===== config.mk =====
export PLATFORM = sky130hd
export DESIGN_NAME = stable_priority_queue_top_flat
export DESIGN_NICKNAME = d
export VERILOG_FILES = /design/src/rtl/spq_pkg.sv /design/src/rtl/spq_req_if.sv /design/src/rtl/spq_rsp_if.sv /design/src/rtl/spq_cell.sv /design/src/rtl/stable_priority_queue_top.sv /design/src/flat_wrapper.sv
export SDC_FILE = /design/constraint.sdc
export NUM_CORES = 1
export LEC_CHECK = 0
export BUFFER_PORTS_ARGS = -buffer_cell sky130_fd_sc_hd__buf_2
export CAP_MARGIN = 0
export CORE_MARGIN = 1.5
export CORE_UTILIZATION = 42
export DETAILED_ROUTE_END_ITERATION = 8
export PLACE_DENSITY_LB_ADDON = 0.15
export SETUP_SLACK_MARGIN = 0.05
export SYNTH_ARGS = -nofsm -noshare
export SYNTH_HDL_FRONTEND = slang
export SYNTH_SLANG_ARGS = --single-unit

===== constraint.sdc =====
create_clock -name clk -period 5.9 [get_ports clk]
set_input_delay 0.295 -clock clk [delete_from_list [all_inputs] [get_ports clk]]
set_output_delay 0.295 -clock clk [all_outputs]
set_load 0.005 [all_outputs]

===== src/rtl/spq_pkg.sv =====
// Shared types and constants for the stable priority queue.
// No dependencies; used by the channel interfaces, the cell and the top level.
package spq_pkg;

    localparam int QUEUE_DEPTH    = 16;
    localparam int PRIORITY_WIDTH = 8;
    localparam int TAG_WIDTH      = 16;
    localparam int COUNT_WIDTH    = $clog2(QUEUE_DEPTH + 1);

    typedef enum logic {
        CMD_INSERT = 1'b0,
        CMD_REMOVE = 1'b1
    } cmd_t;

    typedef enum logic [1:0] {
        STATUS_OK    = 2'd0,
        STATUS_EMPTY = 2'd1,
        STATUS_FULL  = 2'd2
    } status_t;

    typedef struct packed {
        cmd_t                      cmd;
        logic [PRIORITY_WIDTH-1:0] priority_req;
        logic [TAG_WIDTH-1:0]      exam_tag;
    } req_t;

    typedef struct packed {
        logic [TAG_WIDTH-1:0]      out_tag;
        logic [PRIORITY_WIDTH-1:0] out_priority;
        status_t                   status;
        logic                      is_empty;
        logic [COUNT_WIDTH-1:0]    entry_count;
    } rsp_t;

    typedef struct packed {
        logic [PRIORITY_WIDTH-1:0] prio;
        logic [TAG_WIDTH-1:0]      tag;
    } entry_t;

    // broadcast to every cell of the chain
    typedef struct packed {
        logic   ins;
        logic   rem;
        entry_t item;
    } cell_op_t;

endpackage


===== src/rtl/spq_req_if.sv =====
// Request channel: valid/ready handshake carrying one queue command.
// Depends on spq_pkg.
interface spq_req_if;
    logic          valid;
    logic          ready;
    spq_pkg::req_t data;

    modport source (output valid, output data, input ready);
    modport sink   (input valid, input data, output ready);
endinterface


===== src/rtl/spq_rsp_if.sv =====
// Response channel: valid/ready handshake carrying one queue result.
// Depends on spq_pkg.
interface spq_rsp_if;
    logic          valid;
    logic          ready;
    spq_pkg::rsp_t data;

    modport source (output valid, output data, input ready);
    modport sink   (input valid, input data, output ready);
endinterface


===== src/rtl/spq_cell.sv =====
// One slot of the sorted chain: holds an entry, compares it with an incoming
// insert and shifts with its neighbours. Depends on spq_pkg.
module spq_cell (
    input  logic              clk,
    input  spq_pkg::cell_op_t op,
    input  logic              occupied,
    input  spq_pkg::entry_t   left,
    input  logic              left_behind,
    input  spq_pkg::entry_t   right,
    output spq_pkg::entry_t   entry,
    output logic              behind
);

    spq_pkg::entry_t entry_reg;
    spq_pkg::entry_t entry_next;

    // new entry stays behind this one on equal priority
    assign behind = occupied && (entry_reg.prio >= op.item.prio);
    assign entry  = entry_reg;

    always_comb
    begin
        entry_next = entry_reg;
        if (op.ins)
        begin
            if (!behind)
            begin
                entry_next = left_behind ? op.item : left;
            end
        end
        else if (op.rem)
        begin
            entry_next = right;
        end
    end

    always_ff @(posedge clk)
    begin
        entry_reg <= entry_next;
    end

endmodule


===== src/rtl/stable_priority_queue_top.sv =====
// A request's response is loaded into the output register at the same edge that accepts
// the request. Throughput: one request per cycle while responses are taken; every cell
// compares and shifts at once. A new request is taken only at an edge where the output
// register is empty or its response leaves; a response held by the receiver stalls requests.
// Reset clears the fill count and the output valid; the cell storage is not reset.
// Depends on spq_pkg, spq_req_if, spq_rsp_if, spq_cell.
module stable_priority_queue_top (
    input  logic      clk,
    input  logic      rst_n,
    spq_req_if.sink   req_ch,
    spq_rsp_if.source rsp_ch
);

    localparam int DEPTH = spq_pkg::QUEUE_DEPTH;
    localparam int CW    = spq_pkg::COUNT_WIDTH;

    logic [CW-1:0]     count_reg;
    logic [CW-1:0]     count_next;
    logic              rsp_valid_reg;
    logic              rsp_valid_next;
    spq_pkg::rsp_t     rsp_data_reg;
    spq_pkg::rsp_t     rsp_data_next;

    logic              fire;
    logic              full;
    logic              empty;
    spq_pkg::cell_op_t op;

    spq_pkg::entry_t   cell_entry [DEPTH];
    logic [DEPTH-1:0]  behind;
    logic [DEPTH-1:0]  occupied;

    assign req_ch.ready = !rsp_valid_reg || rsp_ch.ready;
    assign fire         = req_ch.valid && req_ch.ready;
    assign full         = (count_reg == CW'(DEPTH));
    assign empty        = (count_reg == '0);

    assign rsp_ch.valid = rsp_valid_reg;
    assign rsp_ch.data  = rsp_data_reg;

    always_comb
    begin
        op.ins           = fire && (req_ch.data.cmd == spq_pkg::CMD_INSERT) && !full;
        op.rem           = fire && (req_ch.data.cmd == spq_pkg::CMD_REMOVE) && !empty;
        op.item.prio     = req_ch.data.priority_req;
        op.item.tag      = req_ch.data.exam_tag;
    end

    genvar gi;
    generate
        for (gi = 0; gi < DEPTH; gi++)
        begin : g_cell
            spq_pkg::entry_t left_entry;
            spq_pkg::entry_t right_entry;
            logic            left_beh;

            assign occupied[gi] = (CW'(gi) < count_reg);

            if (gi == 0)
            begin : g_head
                assign left_entry = cell_entry[0];
                assign left_beh   = 1'b1;
            end
            else
            begin : g_body
                assign left_entry = cell_entry[gi-1];
                assign left_beh   = behind[gi-1];
            end

            if (gi == DEPTH - 1)
            begin : g_tail
                assign right_entry = cell_entry[gi];
            end
            else
            begin : g_mid
                assign right_entry = cell_entry[gi+1];
            end

            spq_cell u_cell (
                .clk         (clk),
                .op          (op),
                .occupied    (occupied[gi]),
                .left        (left_entry),
                .left_behind (left_beh),
                .right       (right_entry),
                .entry       (cell_entry[gi]),
                .behind      (behind[gi])
            );
        end
    endgenerate

    always_comb
    begin
        count_next = count_reg;
        if (op.ins)
        begin
            count_next = count_reg + CW'(1);
        end
        else if (op.rem)
        begin
            count_next = count_reg - CW'(1);
        end
    end

    always_comb
    begin
        rsp_valid_next = rsp_valid_reg;
        if (rsp_ch.ready)
        begin
            rsp_valid_next = 1'b0;
        end
        if (fire)
        begin
            rsp_valid_next = 1'b1;
        end

        rsp_data_next              = rsp_data_reg;
        if (fire)
        begin
            rsp_data_next.out_tag      = '0;
            rsp_data_next.out_priority = '0;
            rsp_data_next.status       = spq_pkg::STATUS_OK;
            if (req_ch.data.cmd == spq_pkg::CMD_INSERT)
            begin
                if (full)
                begin
                    rsp_data_next.status = spq_pkg::STATUS_FULL;
                end
            end
            else if (empty)
            begin
                rsp_data_next.status = spq_pkg::STATUS_EMPTY;
            end
            else
            begin
                rsp_data_next.out_tag      = cell_entry[0].tag;
                rsp_data_next.out_priority = cell_entry[0].prio;
            end
            rsp_data_next.is_empty    = (count_next == '0);
            rsp_data_next.entry_count = count_next;
        end
    end

    always_ff @(posedge clk or negedge rst_n)
    begin
        if (!rst_n)
        begin
            count_reg     <= '0;
            rsp_valid_reg <= 1'b0;
        end
        else
        begin
            count_reg     <= count_next;
            rsp_valid_reg <= rsp_valid_next;
        end
    end

    always_ff @(posedge clk)
    begin
        rsp_data_reg <= rsp_data_next;
    end

    a_count_bound: assert property (@(posedge clk) disable iff (!rst_n)
        count_reg <= CW'(DEPTH))
        else $error("fill count above depth");

    a_insert_grows: assert property (@(posedge clk) disable iff (!rst_n)
        op.ins |=> count_reg == $past(count_reg) + CW'(1))
        else $error("insert did not grow the queue");

    a_sorted_front: assert property (@(posedge clk) disable iff (!rst_n)
        count_reg >= CW'(2) |-> cell_entry[0].prio >= cell_entry[1].prio)
        else $error("front entries out of order");

    a_empty_flag: assert property (@(posedge clk) disable iff (!rst_n)
        rsp_valid_reg |-> rsp_data_reg.is_empty == (rsp_data_reg.entry_count == '0))
        else $error("empty flag disagrees with count");

    a_full_status: assert property (@(posedge clk) disable iff (!rst_n)
        rsp_valid_reg && rsp_data_reg.status == spq_pkg::STATUS_FULL
            |-> rsp_data_reg.entry_count == CW'(DEPTH))
        else $error("full status on a queue with room");

endmodule

===== src/flat_wrapper.sv =====
// flat-port wrapper written by rule: the top's interface ports become plain ports
module stable_priority_queue_top_flat 
  (clk, rst_n, req_ch_valid, req_ch_data, req_ch_ready, rsp_ch_valid, rsp_ch_data, rsp_ch_ready);
  spq_req_if req_ch_i ();
  spq_rsp_if rsp_ch_i ();
  input  logic clk;
  input  logic rst_n;
  input wire logic [$bits(req_ch_i.valid)-1:0] req_ch_valid;
  input wire logic [$bits(req_ch_i.data)-1:0] req_ch_data;
  output wire logic [$bits(req_ch_i.ready)-1:0] req_ch_ready;
  output wire logic [$bits(rsp_ch_i.valid)-1:0] rsp_ch_valid;
  output wire logic [$bits(rsp_ch_i.data)-1:0] rsp_ch_data;
  input wire logic [$bits(rsp_ch_i.ready)-1:0] rsp_ch_ready;
  assign req_ch_i.valid = req_ch_valid;
  assign req_ch_i.data = req_ch_data;
  assign req_ch_ready = req_ch_i.ready;
  assign rsp_ch_valid = rsp_ch_i.valid;
  assign rsp_ch_data = rsp_ch_i.data;
  assign rsp_ch_i.ready = rsp_ch_ready;
  stable_priority_queue_top u_core (.clk(clk), .rst_n(rst_n), .req_ch(req_ch_i), .rsp_ch(rsp_ch_i));
endmodule

Word level (Yosys, flattened, before mapping)
Cells that the tools add are included.
Widths: inputs -> output; s select.
- flip-flop bits (word level): 422
- bits of input ports: 29
- output and inout bits: 34
- add/subtract/negate cells: 2
- magnitude comparators: 32
- eq/ne operators: 16
- muxes and demuxes: 67
- bitwise logic cells: 2
- reductions and logical operators: 46
- operators by type and width (operator ; number):
    $mux 24 ; 60
    $ge 8x8->1 ; 16
    $lt 4x5->1 const A ; 8
    $reduce_and 2->1 ; 16
    $ne 2x2->1 const B ; 15
    $logic_and 1x1->1 ; 21
    $lt 3x5->1 const A ; 4
    $logic_not 5->1 ; 2
    $lt 1x5->1 const A ; 2
    $lt 2x5->1 const A ; 2
    $mux 5 ; 2
    $add 5x1->5 const B ; 1
    $eq 5x5->1 const B ; 1
    $sub 5x1->5 const B ; 1
    $mux 2 ; 2
    $reduce_bool 2->1 ; 2
    $logic_not 1->1 ; 3
    $mux 1 ; 3
    $not 1->1 ; 2
    $reduce_or 2->1 ; 1
    $logic_or 1x1->1 ; 1

Logic depth before layout (Yosys ltp)
Gate-level depths: netlist (run 1).
- depth after elaboration: 8
- mapped depth: 12
- mapped depth without buffers: 7

Cells and area by module
Synthesis (run 1) repeated with hierarchy kept, for this count alone.
- cells, all modules: 2278
- area, all modules: 25044.0 µm²
- modules (own cells, without submodules) (module ; instances ; cells each ; area each (µm²)):
    spq_cell (u_core.g_cell[0].u_cell ...) ; 14 ; 134 ; 1455.1
    spq_cell (u_core.g_cell[8].u_cell ...) ; 2 ; 134 ; 1453.9
    stable_priority_queue_top ; 1 ; 134 ; 1764.2

Worst setup path after synthesis (run 1)
No wires, ideal clock.
- path kind: input to register
- start point: input req_ch_data[23]
- end point: register u_core.g_cell[0].u_cell.entry_reg, in the netlist u_core.g_cell[0].u_cell.entry[0], enable pin
- arrival time: 3.752 ns
- slack: 1.710 ns
- stages: 9
- cells stage by stage: inv_1 > ha_1 > and2_1 > a221oi_1 > o21ai_1 > and2_1 > clkbuf_1 > buf_2 > o21ai_0
- word-level cells in the longest chain between the ends: 4
- RTL lines (element ; RTL line ; source):
    start, declared ; flat_wrapper.sv:9 ; input wire logic [$bits(req_ch_i.data)-1:0] req_ch_data;
    $ge 8x8->1 ; spq_cell.sv:18 ; assign behind = occupied && (entry_reg.prio >= op.item.prio);
    $logic_and 1x1->1 ; spq_cell.sv:18 ;
    $ne 2x2->1 (no line) ; -- ;
    $reduce_and 2->1 (no line) ; -- ;
    end signal, assigned ; spq_cell.sv:39 ; entry_reg <= entry_next;
    end, declared ; spq_cell.sv:14 ; spq_pkg::entry_t entry_reg;
No other way between the ends.
A chain may end at the register's enable or synchronous reset.

Worst setup path after layout (run 1)
- start point: input req_ch_data[17]
- end point: register u_core.g_cell[12].u_cell.entry_reg, in the netlist u_core.g_cell[12].u_cell.entry[5], enable pin
- word-level cells in the longest chain between the ends: 4
- RTL lines (element ; RTL line):
    $ge 8x8->1 ; spq_cell.sv:18
    $logic_and 1x1->1 ; spq_cell.sv:18
    $ne 2x2->1 (no line) ; --
    $reduce_and 2->1 (no line) ; --
    end signal, assigned ; spq_cell.sv:39
    end, declared ; spq_cell.sv:14
No other way between the ends.

==> flow_summary_export.csv, run 1 <==
group,metric,value,unit
run_status,outcome,"finished, final reports clean",
sta,period_needed,3.95,ns
die,core_region_area,56700,sq um
critical_path,critPathKind,"input port to flop",
yosys,synth_top_area_share,51.6,%
sta,hold_slack,0.0198,ns
cts,clock-sinks,422,
route,drt-wirelength-per-cell,26.9,microns
place,placed_cells,2753,
sta,max_freq,0.253,GHz
grt,grt.total_usage,25.4,%
layout,fin_cells,2851,
place,place_congestion,0.917,
yosys,synthTopCellsByArea,"edfxtp_1 (52%), a221o_1 (14%), ha_1 (6.8%)",
place,hpwl,52.5,mm
critical_path,critPathArrivalTime,4.16,ns
layout,multi_input_area,10300,sq um
die,pin_count,63,
cts,cts_buffer_depth,3,
layout,layout-drive-gt1-share,12.4,%
sta,finalCritPeriodShare,66.9,%
route,firstDrtPassIters,5,
cts,cts_tree,"built",
cts,clk_latency,0.62,ns
layout,largest_reg_flops,384,
pwr,vdd_ir_drop_max,0.288,mV
sta,tns,0,ns
sta,maxSlewViolCount,0,
die,dieArea,59100,sq um
pwr,powerDensity,389,nW/um^2
cts,cts_root_buffer,"clkbuf_16",
route,route.detailed.drc,0,
die,start_util,42.7,%
sta,rsz0062_at_grt,"false",
die,rows,87,
route,drt_wl_total,76.8,mm
grt,globalRoute.totalOverflow,0,
yosys,synth_seq_cells,422,
die,die_w,243,microns
layout,num-nets-final,2220,
yosys,yosys-top-cells-count,"edfxtp_1 (416), a221o_1 (335), nand2_1 (312)",
sta,fin_skew,0.0468,ns
critical_path,setup.worst_path.start_class,"input port",
route,viasPerCell,6.58,
yosys,ys_seq_area_share,52.2,%
sta,hold_viol_final,0,
grt,grt_pass1_vias,18135,
cts,cts_made_buffers,49,
flow_run,maxCapViolations,0,
yosys,yosysWarnings,0,
critical_path,critPathRequiredTime,6.12,ns
yosys,synthFlopType,"edfxtp_1",
route,dr_total_vias,18767,
yosys,yosysUniqueCellTypes,56,
cts,cts_max_level,2,
sta,relSlewSlack,13.0,%
grt,antenna_found_initial,0,
yosys,synth_cells,2111,
pwr,leakagePower,9.71,nW
grt,grt_max_degree,166,
yosys,synth_area,24200,sq um
critical_path,setup.worst_path.end_class,"flop",
sta,worst_slew_pin_slew,1.31,ns
yosys,synth.most_common_cell,"edfxtp_1",
yosys,synthArstFlopShare,1.42,%
layout,fin_util,46.5,%
yosys,synth_nets,2272,
yosys,avgSynthCellArea,11.5,sq um
cts,clk_pin_slew,0.06,ns
cts,cts.repair.resized,0,
layout,syn_to_final_growth,8.87,%
sta,setup_viol,0,
grt,grt_pass1_wl,116,mm
yosys,synth-edff-count,416,
layout,diodes,0,
route,drt_iter0_markers,1952,
route,ant_nets,0,
hold_path,hp-class,"input port to flop",
pwr,power.total,0.0103,W
layout,register_area,12600,sq um
yosys,synth_top_cell_by_area,"edfxtp_1",
critical_path,crit_path_max_fanout,25,
die,die_h,243,microns
layout,nFillCells,5202,
place,portBuffers,62,
logic make-up after synthesis:
logic type      after synthesis  synth area share, %
mux                          25                 1.16
compound gates              805                 25.0
xor+xnor                      3                0.108
simple gates                460                 8.81
fa+ha+maj                   132                 6.82
buf+inv                     264                 5.90
flops                       422                 52.2
what timing repair did:
action                                 in CTS  in global routing
hold buffers                               11                  0
endpoints found under the hold margin      16                  0
buffers inserted                            0                  0
stage by stage:
stage	cell area, sq um	worst slack [ns]
after floorplan	24200	1.71
after global placement	24700	1.72
after detailed placement	24700	1.72
after CTS	26400	2.02
after global routing	26400	1.70
final	26400	1.95
path summary, 6_finish.rpt:
kind,startpoint,endpoint,slack [ns],depth (start not counted)
worst max-delay path,req_ch_data[17],u_core.g_cell[12].u_cell.entry[5]$_DFFE_PP_,1.95,9
worst min-delay path,req_ch_data[9],u_core.g_cell[15].u_cell.entry[9]$_DFFE_PP_,0.02,2
worst max register to register,u_core.count_reg[1]$_DFF_PN0_,u_core.g_cell[10].u_cell.entry[2]$_DFFE_PP_,2.07,5
worst min register to register,u_core.g_cell[15].u_cell.entry[12]$_DFFE_PP_,u_core.g_cell[14].u_cell.entry[12]$_DFFE_PP_,0.55,1
max in group asynchronous,rst_n,u_core.count_reg[2]$_DFF_PN0_,5.67,2
min in group asynchronous,rst_n,u_core.rsp_ch.valid$_DFFE_PN0P_,0.08,2
layout by cell type (no fill, tap or decap), drive strengths merged, types with 24 or more instances in the layout:
cell    synthesis  final
clkinv          0     24
and2           44     44
nand2         313    313
edfxtp        416    416
a221o         335    335
and3           48     48
a21oi         312    312
a21o           41     41
mux2           25     25
buf           128    119
o21ai          36     36
ha            132    132
clkbuf        105     59
inv            31     31
where the power goes:
| part | total (W) | internal (W) | leakage [nW] | switching, W |
|---|---|---|---|---|
| Combinational | 0.00288 | 0.000963 | 4.95 | 0.00192 |
| Sequential | 0.00443 | 0.00400 | 4.01 | 0.000436 |
| Clock | 0.00294 | 0.00167 | 0.748 | 0.00128 |
cell type report:
class                           instances  area share [%]
Tap cell                              756            3.59
Timing Repair Buffer                  130            3.36
Multi-Input combinational cell       1425            38.9
Clock inverter                         28           0.934
Inverter                               31           0.441
Clock buffer                           59            4.83
Sequential cell                       422            47.9
worst max-delay path, cell delays in order:
cell and delay, ns:
dlygate4sd3_1 0.53, buf_2 0.12, inv_1 0.68, ha_1 0.37, a31oi_1 0.17, o21ai_1 0.09
buf_4 0.22, and2_1 0.53, o21ai_2 1.12
per-layer routing:
layer | GRT usage (%) | share of wire, %
met1 | 35.4 | 43
met2 | 40.0 | 46
met3 | 4.41 | 7.4
met4 | 8.31 | 3.1
met5 | 0 | 0
Power figures use the tool's default switching activity.
==> run 2: changes to the inputs <==
Clock period 5.9 ns to 3.88 ns, I/O delays scaled along.
==> flow_summary_export.csv, run 2 (synthesized netlist as in run 1, its figures left out) <==
group,metric,value,unit
run_status,outcome,"finished, final reports clean",
cts,clk_latency,0.61,ns
layout,fin_cells,2912,
layout,layout_common_cells,"edfxtp_1 (416), a221o_1 (335), nand2_1 (312), a21oi_1 (311), ha_1 (132)",
flow_run,maxCapViolations,0,
route,ant_nets,0,
critical_path,critPathKind,"input port to flop",
layout,diodes,0,
critical_path,reg2regPathDepth,8,
cts,clk_pin_slew,0.06,ns
sta,fin_skew,0.0327,ns
route,firstDrtPassIters,6,
place,place_congestion,0.866,
critical_path,r2r-end,"u_core.g_cell[6].u_cell.entry[7]$_DFFE_PP_",
place,placed_cell_area,25100,sq um
sta,rsz0062_at_grt,"false",
sta,finalCritPeriodShare,78.8,%
hold_path,min_path_cells,2,
critical_path,setup.worst_path.start_class,"input port",
cts,cts_made_buffers,50,
cts,cts_root_buffer,"clkbuf_16",
die,start_util,42.7,%
sta,hold_viol_final,0,
pwr,comb_power_share,28.9,%
route,viasPerCell,6.44,
layout,layout-drive-gt1-share,13.6,%
grt,grt_pass1_vias,18361,
pwr,power.switching,0.00550,W
critical_path,crit_path_max_fanout,25,
layout,final_area,26900,sq um
critical_path,setup.worst_path.end_class,"flop",
place,placed_cells,2796,
die,die_h,243,microns
cts,post_cts.repair.setup_buffers,0,
layout,syn_to_final_growth,11.0,%
place,hpwl,50.1,mm
sta,worst_slew_pin_slew,1.18,ns
sta,tns,0,ns
die,dieArea,59100,sq um
cts,cts.repair.resized,0,
sta,fin_ws,0.821,ns
place,dp_slack,0.828,ns
pwr,power.share.clock,28.7,%
route,drt-wirelength-per-cell,25.2,microns
critical_path,critPathRequiredTime,4.22,ns
grt,grt.total_usage,24.2,%
layout,num-nets-final,2280,
layout,final_common_cell,"edfxtp_1",
critical_path,critPathArrivalTime,3.40,ns
cts,cts_max_level,2,
die,core_region_area,56700,sq um
hold_path,hp-class,"input port to flop",
cts,clock-sinks,422,
route,drt_iter0_markers,2167,
pwr,vdd_ir_drop_max,0.365,mV
hold_path,whs_endpoint,"u_core.rsp_ch.data[7]$_SDFFCE_PP0N_",
grt,antenna_found_initial,0,
grt,globalRoute.totalOverflow,0,
cts,cts_buffer_depth,3,
critical_path,reg2reg_from,"u_core.count_reg[0]$_DFF_PN0_",
route,dr_total_vias,18747,
sta,hold_slack,0.186,ns
sta,relSlewSlack,21.3,%
die,die_w,243,microns
hold_path,hp-start,"req_ch_data[24]",
critical_path,rrSetupSlack,0.91,ns
sta,maxSlewViolCount,0,
die,rows,87,
die,pin_count,63,
pwr,internal_power,0.0102,W
pwr,leakagePower,10.0,nW
route,route.detailed.drc,0,
layout,nFillCells,5136,
grt,grt_pass1_wl,112,mm
layout,largest_reg_flops,384,
cts,cts_tree,"built",
pwr,power_frac_seq,42.4,%
route,drt_wl_total,73.4,mm
sta,period_needed,3.06,ns
pwr,powerDensity,584,nW/um^2
sta,max_freq,0.327,GHz
sta,setup_viol,0,
place,portBuffers,62,
pwr,swShare,35.0,%
grt,grt_max_degree,119,
[run 2: metal layers]
layer / GRT usage, % / share of wire [%] / vias up
met5: 0 / 0 / -
met4: 6.14 / 2.2 / 0
met3: 3.48 / 6.2 / 115
met2: 37.8 / 46 / 766
met1: 35.1 / 46 / 9444
li1: - / - / 8422
[run 2: stage by stage]
| stage | util, % | total power, W |
|---|---|---|
| finish | 47.4 | 0.0157 |
| global route | 47.4 | 0.0164 |
| CTS | 47.4 | 0.0157 |
| detailed placement | 44.3 | 0.0112 |
| global placement | 44.3 | 0.0111 |
| floorplan | - | 0.00963 |
[run 2: worst max path at each step]
stage | startpoint | end
2_1_floorplan | req_ch_data[23] | u_core.g_cell[0].u_cell.entry[0]$_DFFE_PP_
4_1_cts | req_ch_data[17] | u_core.g_cell[7].u_cell.entry[6]$_DFFE_PP_
3_3_place_gp | req_ch_data[17] | u_core.g_cell[7].u_cell.entry[6]$_DFFE_PP_
5_1_grt | req_ch_data[17] | u_core.g_cell[7].u_cell.entry[12]$_DFFE_PP_
3_5_place_dp | req_ch_data[17] | u_core.g_cell[7].u_cell.entry[6]$_DFFE_PP_
6_report | req_ch_data[17] | u_core.g_cell[7].u_cell.entry[9]$_DFFE_PP_
[run 2: final cells by class]
class / instances / area [sq um] / share of cell area, %
clock buffers: 63 / 1300 / 4.83
clock inverters: 26 / 218 / 0.810
inverters: 31 / 116 / 0.433
multi-input cells: 1425 / 10300 / 38.1
flip-flops and latches: 422 / 12600 / 47.0
well taps: 756 / 946 / 3.52
repair buffers: 189 / 1420 / 5.28
[run 2: critical path: stages]
cell and delay, ns:
dlygate4sd3_1 0.53, buf_2 0.13, inv_1 0.67, ha_1 0.29
o21ai_0 0.08, o21a_1 0.21, o22ai_2 0.94, o21ai_2 0.09
buf_4 0.25
[run 2: power groups by stage]
stage               Clock, W  Combinational [W]  Sequential, W
floorplan                  0            0.00320        0.00643
global placement           0            0.00435        0.00672
detailed placement         0            0.00445        0.00672
CTS                  0.00457            0.00449        0.00664
global route         0.00475            0.00494        0.00671
finish               0.00451            0.00455        0.00665
[run 2: timing repair]
action	CTS	global route
hold buffers	27	0
endpoints found under the setup margin	0	0
endpoints found under the hold margin	30	0
